**src/hw/rtl/irrle_pkg.sv**
```systemverilog
package irrle_pkg;

   localparam int OP_W      = 4;
   localparam int DELAY_W   = 8;
   localparam int RSP_ACT_W = 32;

   localparam logic [DELAY_W-1:0] MAX_DELAY = 8'd255;

   typedef enum logic [OP_W-1:0] {
      OP_STOP       = 4'd0,
      OP_START_REC  = 4'd1,
      OP_START_PLAY = 4'd2,
      OP_PAUSE      = 4'd3,
      OP_TAKEOVER   = 4'd4,
      OP_REC_ACT    = 4'd5,
      OP_REC_DELAY  = 4'd6,
      OP_PLAY_ACT   = 4'd7,
      OP_PLAY_DELAY = 4'd8,
      OP_ERASE      = 4'd9
   } op_type;

   typedef struct packed {
      logic recording;
      logic playing;
      logic pausing;
      logic modified;
   } flags_type;

endpackage

```
**src/hw/rtl/irrle_ctrl.sv**
```systemverilog
module irrle_ctrl import irrle_pkg::*; #(
   parameter int TAPE_DEPTH = 1024,
   parameter int PLAYERS    = 4,
   localparam int ACT_W  = (PLAYERS >= 4) ? 32 : 8 * PLAYERS,
   localparam int IDX_W  = $clog2(TAPE_DEPTH + 1),
   localparam int ADDR_W = $clog2(TAPE_DEPTH),
   localparam int DATA_W = DELAY_W + ACT_W
) (
   input  logic                 clock,
   input  logic                 reset,
   input  logic                 item_valid,
   input  logic [OP_W-1:0]      item_op,
   input  logic [ACT_W-1:0]     item_act,
   input  logic [DATA_W-1:0]    rd_data,
   output logic [ADDR_W-1:0]    rd_addr,
   output logic                 wr_en,
   output logic [ADDR_W-1:0]    wr_addr,
   output logic [DATA_W-1:0]    wr_data,
   output logic [IDX_W-1:0]     step_position,
   output logic [IDX_W-1:0]     step_length,
   output flags_type            step_flags,
   output logic [RSP_ACT_W-1:0] step_played,
   output logic                 step_valid,
   output logic                 step_hold
);

   localparam logic [IDX_W-1:0] DEPTH_I = IDX_W'(TAPE_DEPTH);
   localparam logic [IDX_W-1:0] LAST_I  = IDX_W'(TAPE_DEPTH - 1);

   logic [IDX_W-1:0]   idx_ff, idx_in;
   logic [IDX_W-1:0]   vlen_ff, vlen_in;
   logic [DELAY_W-1:0] held_ff, held_in;
   logic [DELAY_W-1:0] cur_ff, cur_in;
   logic               rec_ff, rec_in;
   logic               play_ff, play_in;
   logic               pause_ff, pause_in;
   logic               chg_ff, chg_in;

   logic [IDX_W-1:0]   idx_plus;
   logic               idx_lt;
   logic               idx_last;
   logic               past_end;
   logic               rec_run;
   logic               play_run;
   logic [DELAY_W:0]   delay_sum;
   logic               rollover;
   logic               stop_req;
   logic [DELAY_W-1:0] end_delay;
   logic [DELAY_W-1:0] rd_delay;
   logic [ACT_W-1:0]   rd_act;

   assign rd_delay  = rd_data[DATA_W-1 -: DELAY_W];
   assign rd_act    = rd_data[ACT_W-1:0];
   assign idx_plus  = idx_ff + IDX_W'(1);
   assign idx_lt    = idx_ff < DEPTH_I;
   assign idx_last  = idx_ff >= LAST_I;
   assign past_end  = (idx_ff >= vlen_ff) || !idx_lt;
   assign rec_run   = rec_ff && !pause_ff;
   assign play_run  = play_ff && !pause_ff;
   assign delay_sum = {1'b0, cur_ff} + {{DELAY_W{1'b0}}, 1'b1};
   assign rollover  = delay_sum >= {1'b0, MAX_DELAY};
   // The only delay tick that closes an entry on its way out is a rollover.
   assign end_delay = (item_op == OP_REC_DELAY) ? MAX_DELAY : cur_ff;

   always_comb begin
      case (item_op)
         OP_STOP, OP_START_REC: stop_req = 1'b1;
         OP_START_PLAY:         stop_req = vlen_ff != '0;
         OP_REC_ACT:            stop_req = rec_run && idx_last;
         OP_REC_DELAY:          stop_req = rec_run && (!idx_lt || (rollover && idx_last));
         OP_PLAY_ACT,
         OP_PLAY_DELAY:         stop_req = play_run && past_end;
         default:               stop_req = 1'b0;
      endcase
   end

   always_comb begin
      idx_in      = idx_ff;
      vlen_in     = vlen_ff;
      held_in     = held_ff;
      cur_in      = cur_ff;
      rec_in      = rec_ff;
      play_in     = play_ff;
      pause_in    = pause_ff;
      chg_in      = chg_ff;
      wr_en       = 1'b0;
      wr_data     = {cur_ff, {ACT_W{1'b0}}};
      step_played = '0;
      step_valid  = 1'b0;
      step_hold   = 1'b0;

      if (item_valid) begin
         // Ending a recording closes the open entry with an empty action word.
         if (stop_req) begin
            if (rec_ff) begin
               wr_en    = idx_lt;
               wr_data  = {end_delay, {ACT_W{1'b0}}};
               idx_in   = idx_lt ? idx_plus : idx_ff;
               vlen_in  = idx_lt ? idx_plus : idx_ff;
               rec_in   = 1'b0;
               pause_in = 1'b0;
            end
            if (play_ff) begin
               play_in  = 1'b0;
               pause_in = 1'b0;
            end
         end

         case (item_op)
            OP_START_REC: begin
               vlen_in  = '0;
               idx_in   = '0;
               cur_in   = '0;
               rec_in   = 1'b1;
               play_in  = 1'b0;
               pause_in = 1'b0;
               chg_in   = 1'b1;
            end
            OP_START_PLAY: begin
               if (vlen_ff != '0) begin
                  idx_in   = '0;
                  held_in  = '0;
                  rec_in   = 1'b0;
                  play_in  = 1'b1;
                  pause_in = 1'b0;
               end
            end
            OP_PAUSE: begin
               if (rec_ff || play_ff) begin
                  pause_in = !pause_ff;
               end
            end
            OP_TAKEOVER: begin
               if (play_ff && pause_ff && idx_lt) begin
                  cur_in  = held_ff;
                  play_in = 1'b0;
                  rec_in  = 1'b1;
                  chg_in  = 1'b1;
               end
            end
            OP_REC_ACT: begin
               if (rec_run && !idx_last) begin
                  wr_en   = 1'b1;
                  wr_data = {cur_ff, item_act};
                  idx_in  = idx_plus;
                  cur_in  = '0;
               end
            end
            OP_REC_DELAY: begin
               if (rec_run && idx_lt) begin
                  if (rollover) begin
                     if (!idx_last) begin
                        wr_en   = 1'b1;
                        wr_data = {MAX_DELAY, {ACT_W{1'b0}}};
                        idx_in  = idx_plus;
                        cur_in  = '0;
                     end
                  end else begin
                     cur_in = delay_sum[DELAY_W-1:0];
                  end
               end
            end
            OP_PLAY_ACT: begin
               if (play_run && !past_end) begin
                  step_valid = 1'b1;
                  if (held_ff == rd_delay) begin
                     held_in     = '0;
                     step_played = RSP_ACT_W'(rd_act);
                     idx_in      = idx_plus;
                  end
               end
            end
            OP_PLAY_DELAY: begin
               if (play_run) begin
                  if (past_end) begin
                     step_hold = 1'b1;
                  end else if (held_ff < rd_delay) begin
                     held_in   = held_ff + DELAY_W'(1);
                     step_hold = 1'b1;
                  end
               end
            end
            OP_ERASE: begin
               vlen_in = '0;
            end
            default: begin
            end
         endcase
      end
   end

   always_ff @(posedge clock) begin
      if (reset) begin
         idx_ff   <= '0;
         vlen_ff  <= '0;
         held_ff  <= '0;
         cur_ff   <= '0;
         rec_ff   <= 1'b0;
         play_ff  <= 1'b0;
         pause_ff <= 1'b0;
         chg_ff   <= 1'b0;
      end else begin
         idx_ff   <= idx_in;
         vlen_ff  <= vlen_in;
         held_ff  <= held_in;
         cur_ff   <= cur_in;
         rec_ff   <= rec_in;
         play_ff  <= play_in;
         pause_ff <= pause_in;
         chg_ff   <= chg_in;
      end
   end

   // The next item reads the entry at the index this item leaves behind.
   assign rd_addr = (idx_in < DEPTH_I) ? idx_in[ADDR_W-1:0] : '0;
   assign wr_addr = idx_ff[ADDR_W-1:0];

   assign step_position       = idx_in;
   assign step_length         = vlen_in;
   assign step_flags.recording = rec_in;
   assign step_flags.playing   = play_in;
   assign step_flags.pausing   = pause_in;
   assign step_flags.modified  = chg_in;

`ifndef SYNTHESIS
   a_rec_play_excl: assert property (@(posedge clock) disable iff (reset)
      !(rec_ff && play_ff))
      else $error("recording and playback active together");

   a_pause_needs_run: assert property (@(posedge clock) disable iff (reset)
      pause_ff |-> (rec_ff || play_ff))
      else $error("pause set while idle");

   a_index_range: assert property (@(posedge clock) disable iff (reset)
      (idx_ff <= DEPTH_I) && (vlen_ff <= DEPTH_I))
      else $error("entry index or tape length beyond the store");

   a_write_in_store: assert property (@(posedge clock) disable iff (reset)
      wr_en |-> idx_lt)
      else $error("entry write past the end of the store");

   a_erase_clears: assert property (@(posedge clock) disable iff (reset)
      (item_valid && (item_op == OP_ERASE)) |=> (vlen_ff == '0))
      else $error("erase left a nonzero tape length");
`endif

endmodule

```
**config.mk**
```make
export PLATFORM = sky130hd
export DESIGN_NAME = irrle_ctrl
export DESIGN_NICKNAME = d
export VERILOG_FILES = /design/src/hw/rtl/irrle_pkg.sv /design/src/hw/rtl/irrle_ctrl.sv
export SDC_FILE = /design/constraint.sdc
export NUM_CORES = 1
export LEC_CHECK = 0
export BUFFER_PORTS_ARGS = -buffer_cell sky130_fd_sc_hd__buf_2
export CAP_MARGIN = 5
export CORE_UTILIZATION = 52
export CTS_BUF_LIST = sky130_fd_sc_hd__clkbuf_4 sky130_fd_sc_hd__clkbuf_8
export DETAILED_ROUTE_END_ITERATION = 6
export HOLD_SLACK_MARGIN = 0.15
export PLACE_DENSITY = 0.87
export REMOVE_ABC_BUFFERS = 1
export SKIP_CTS_REPAIR_TIMING = 1
export SYNTH_ARGS = -nofsm -noshare
export SYNTH_HDL_FRONTEND = slang
export SYNTH_SLANG_ARGS = --single-unit
export TNS_END_PERCENT = 100
```
**constraint.sdc**
```tcl
create_clock -name clock -period 8.1 [get_ports clock]
set_clock_uncertainty 0.2 [all_clocks]
set_input_delay 0.81 -clock clock [delete_from_list [all_inputs] [get_ports clock]]
set_output_delay 0.81 -clock clock [all_outputs]
set_load 0.005 [all_outputs]
```
==> flow_results.xml <==
<?xml version="1.0" encoding="UTF-8"?>
<metrics>
  <group name="outcome">
    <metric name="run_status" unit="">finished clean</metric>
  </group>
  <group name="power">
    <metric name="power.ir.vdd_worst" unit="mV">0.0516</metric>
    <metric name="power_per_cell_area" unit="nW/um^2">79.0</metric>
    <metric name="p_leak" unit="uW">0.00278</metric>
  </group>
  <group name="floorplanning">
    <metric name="initial_utilization" unit="">0.538</metric>
    <metric name="rows" unit="">32</metric>
    <metric name="core" unit="um^2">7730</metric>
    <metric name="io_pins" unit="">200</metric>
    <metric name="die-height" unit="um">91.4</metric>
    <metric name="die_outline_area" unit="um^2">8360</metric>
    <metric name="die_width" unit="um">91.4</metric>
  </group>
  <group name="clocking">
    <metric name="clock_tree.root_cell" unit="">sky130_fd_sc_hd__clkbuf_8</metric>
    <metric name="clkSlewWorstSetupHoldPaths" unit="ns">0.09</metric>
    <metric name="clock_tree.buffer_depth" unit="">2</metric>
    <metric name="cts_buffers" unit="">5</metric>
    <metric name="ctsHtreeMaxLevel" unit="">2</metric>
    <metric name="tritoncts" unit="">done</metric>
    <metric name="cts.sinks" unit="">42</metric>
    <metric name="clkLatencyLatePin" unit="ns">0.30</metric>
  </group>
  <group name="finish">
    <metric name="sequential_area" unit="um^2">841</metric>
    <metric name="num-fill-cells" unit="">714</metric>
    <metric name="multi_input_comb_area" unit="um^2">2930</metric>
    <metric name="areaGrowthSynthToFinish" unit="%">23.5</metric>
    <metric name="post_route_cells_drive_above_1_share" unit="">0.315</metric>
    <metric name="final_nets" unit="">852</metric>
    <metric name="final_cell_area" unit="um^2">5140</metric>
    <metric name="antenna-diode-count" unit="">0</metric>
  </group>
  <group name="drt">
    <metric name="antenna_violating_nets_post_route" unit="">0</metric>
    <metric name="routedWlPerCell" unit="um">15.8</metric>
    <metric name="via_count" unit="">4932</metric>
    <metric name="drtPass1Iterations" unit="">5</metric>
    <metric name="final_routed_wirelength_across_all_metal_layers" unit="mm">13.5</metric>
    <metric name="drt-vias-per-instance" unit="">5.79</metric>
    <metric name="drt_drc_violations_left" unit="">0</metric>
    <metric name="first_iter_violations" unit="">337</metric>
  </group>
  <group name="synth">
    <metric name="synth_top_area_share" unit="">0.202</metric>
    <metric name="post-synth-top-count-cell" unit="">sky130_fd_sc_hd__nand2_1</metric>
    <metric name="synth-seq-area-share" unit="">0.202</metric>
    <metric name="syn-cell-area" unit="um^2">4160</metric>
    <metric name="yosys_synthesis_warning_count" unit="">0</metric>
    <metric name="ys_async_sr_fraction" unit="">0</metric>
    <metric name="synth_top_flop_cell" unit="">sky130_fd_sc_hd__dfxtp_1</metric>
    <metric name="synthesis.instances" unit="">590</metric>
    <metric name="yosys_register_bits" unit="">42</metric>
    <metric name="postSynthAreaPerCell" unit="um^2">7.05</metric>
    <metric name="yosys-top-cells-area" unit="">sky130_fd_sc_hd__dfxtp_1, sky130_fd_sc_hd__ha_1, sky130_fd_sc_hd__and3_1</metric>
    <metric name="netlist-cell-type-count" unit="">67</metric>
    <metric name="netlist.top_cell.by_area" unit="">sky130_fd_sc_hd__dfxtp_1</metric>
    <metric name="synth-edff-count" unit="">0</metric>
    <metric name="netlist_top_cells_count" unit="">sky130_fd_sc_hd__nand2_1, sky130_fd_sc_hd__nor2_1, sky130_fd_sc_hd__dfxtp_1</metric>
  </group>
  <group name="worst_setup_path">
    <metric name="timing.critical_path.from_type" unit="">flop</metric>
    <metric name="critical_path_arrival" unit="ns">3.86</metric>
    <metric name="critical_path_class" unit="">flop to output port</metric>
    <metric name="setup.worst_path.end_class" unit="">output port</metric>
    <metric name="largest_fanout_on_the_critical_path" unit="">13</metric>
    <metric name="cp_data_required_time" unit="ns">7.09</metric>
    <metric name="r2r_setup_slack" unit="ns">4.39</metric>
  </group>
  <group name="global_route">
    <metric name="grt_antenna_before_repair" unit="">0</metric>
    <metric name="grt_pass1_wl" unit="mm">21.6</metric>
    <metric name="vias_in_the_first_global_route" unit="">4635</metric>
    <metric name="gr-usage-all-layers" unit="">0.316</metric>
    <metric name="overflow" unit="">0</metric>
    <metric name="grt_start_max_net_pins" unit="">38</metric>
  </group>
  <group name="timing">
    <metric name="layout_worst_path_cycle_share" unit="">0.601</metric>
    <metric name="max_freq" unit="MHz">205</metric>
    <metric name="slew_viols_final" unit="">0</metric>
    <metric name="hold-worst-slack" unit="ns">0.304</metric>
    <metric name="setup_viol_count_final" unit="">0</metric>
    <metric name="hold_viol_final" unit="">0</metric>
    <metric name="timing.final.ws_setup" unit="ns">3.23</metric>
    <metric name="finalCriticalPeriod" unit="ns">4.87</metric>
    <metric name="worst_slew_pin_slew" unit="ns">1.12</metric>
    <metric name="final.setup.tns" unit="ns">0</metric>
    <metric name="maxSlewHeadroom" unit="">0.253</metric>
    <metric name="rsz0062_at_grt" unit="">false</metric>
  </group>
  <group name="run">
    <metric name="cap_violations" unit="">0</metric>
  </group>
  <group name="placement">
    <metric name="dpl.hpwl" unit="mm">10.4</metric>
    <metric name="placement.setup.worst_slack" unit="ns">3.54</metric>
    <metric name="dpl_cell_area" unit="um^2">5040</metric>
    <metric name="portBuffers" unit="">199</metric>
    <metric name="place_congestion" unit="">0.963</metric>
  </group>
  <group name="min_path">
    <metric name="hp-class" unit="">flop to flop</metric>
  </group>
</metrics>
layout make-up:
class / count / share of cell area
clock buffers: 6 / 0.0149
multi-input cells: 463 / 0.571
clock inverters: 2 / 0.00268
inverters: 36 / 0.0263
well taps: 102 / 0.0248
flip-flops and latches: 42 / 0.164
repair buffers: 201 / 0.197
worst max-delay path: stages, from the launching register on:
cell and delay (ns):
sky130_fd_sc_hd__dfxtp_1 0.52, sky130_fd_sc_hd__ha_1 0.33, sky130_fd_sc_hd__nand3_1 0.16, sky130_fd_sc_hd__nor3_1 0.44, sky130_fd_sc_hd__nor2_1 0.10, sky130_fd_sc_hd__o21ai_1 0.44, sky130_fd_sc_hd__and3_1 0.52, sky130_fd_sc_hd__nor2_1 0.08
sky130_fd_sc_hd__a22o_1 0.18, sky130_fd_sc_hd__a22o_1 0.36, sky130_fd_sc_hd__a211oi_1 0.27, sky130_fd_sc_hd__buf_2 0.15
per-layer routing:
layer | vias to the layer above | share of wire | GRT usage
li1 | 2389 | - | -
met1 | 2278 | 0.42 | 0.399
met2 | 244 | 0.49 | 0.558
met3 | 21 | 0.077 | 0.0419
met4 | 0 | 0.013 | 0.0873
met5 | - | 0 | 0
cell usage in the layout (no fill, tap or decap), types with 4 or more instances in the layout:
| master | synthesis | routed |
|---|---|---|
| sky130_fd_sc_hd__buf_2 | 9 | 199 |
| sky130_fd_sc_hd__a211oi_1 | 11 | 11 |
| sky130_fd_sc_hd__o22ai_1 | 4 | 4 |
| sky130_fd_sc_hd__nor2_1 | 47 | 47 |
| sky130_fd_sc_hd__o21ai_0 | 27 | 27 |
| sky130_fd_sc_hd__and3_1 | 41 | 41 |
| sky130_fd_sc_hd__nand4_1 | 5 | 5 |
| sky130_fd_sc_hd__a2111oi_0 | 5 | 5 |
| sky130_fd_sc_hd__nand3_1 | 18 | 18 |
| sky130_fd_sc_hd__inv_1 | 36 | 36 |
| sky130_fd_sc_hd__ha_1 | 24 | 24 |
| sky130_fd_sc_hd__dfxtp_1 | 42 | 42 |
| sky130_fd_sc_hd__xnor2_1 | 9 | 9 |
| sky130_fd_sc_hd__nor4_1 | 7 | 6 |
| sky130_fd_sc_hd__nor3_1 | 12 | 11 |
| sky130_fd_sc_hd__o21ai_1 | 5 | 5 |
| sky130_fd_sc_hd__nor2b_1 | 17 | 17 |
| sky130_fd_sc_hd__or2_2 | 12 | 12 |
| sky130_fd_sc_hd__a31oi_1 | 7 | 7 |
| sky130_fd_sc_hd__nand2_1 | 50 | 50 |
| sky130_fd_sc_hd__nand2b_1 | 8 | 8 |
| sky130_fd_sc_hd__xor2_1 | 4 | 4 |
| sky130_fd_sc_hd__or3_1 | 13 | 13 |
| sky130_fd_sc_hd__o21a_1 | 4 | 4 |
| sky130_fd_sc_hd__clkbuf_8 | 0 | 5 |
| sky130_fd_sc_hd__mux2i_1 | 9 | 9 |
| sky130_fd_sc_hd__o2bb2ai_1 | 5 | 5 |
| sky130_fd_sc_hd__a21oi_1 | 37 | 37 |
| sky130_fd_sc_hd__and2_1 | 36 | 36 |
state kept, by name, summed over array words and instances, names as in the netlist:
signal,flops
vlen_ff,11
held_ff,8
play_ff,1
chg_ff,1
rec_ff,1
cur_ff,8
idx_ff,11
pause_ff,1
power breakdown:
group,switching (uW),internal [uW]
clock,79.3,64.4
sequential,1.09,207
combinational,32.3,22.4
final timing paths:
path | startpoint | cells past startpoint | end
max | cur_ff[0]$_SDFFE_PP0P_ | 11 | rd_addr[3]
max reg2reg | idx_ff[10]$_SDFF_PP0_ | 9 | idx_ff[10]$_SDFF_PP0_
min reg2reg | vlen_ff[3]$_SDFF_PP0_ | 2 | vlen_ff[3]$_SDFF_PP0_
min | vlen_ff[3]$_SDFF_PP0_ | 2 | vlen_ff[3]$_SDFF_PP0_
logic make-up (layout without fill, tap and decap cells):
kind of cell	count (synthesis)	after routing	share of synthesized area
DFF	42	42	0.202
AOI/OAI and AO/OA	137	137	0.216
and+or+nand+nor	280	280	0.364
xor gates and xnor gates	13	13	0.0274
muxes	9	9	0.0217
adders and majority gates	24	24	0.0722
buffers and inverters	85	245	0.0968
through the flow:
step,total power (uW),instances,util
finish,406,852,0.665
global route,420,852,0.665
CTS,406,852,0.664
detailed placement,266,844,0.653
global placement,265,844,0.653
floorplan,234,541,-
No activity file was read; power rests on OpenSTA's default activity.
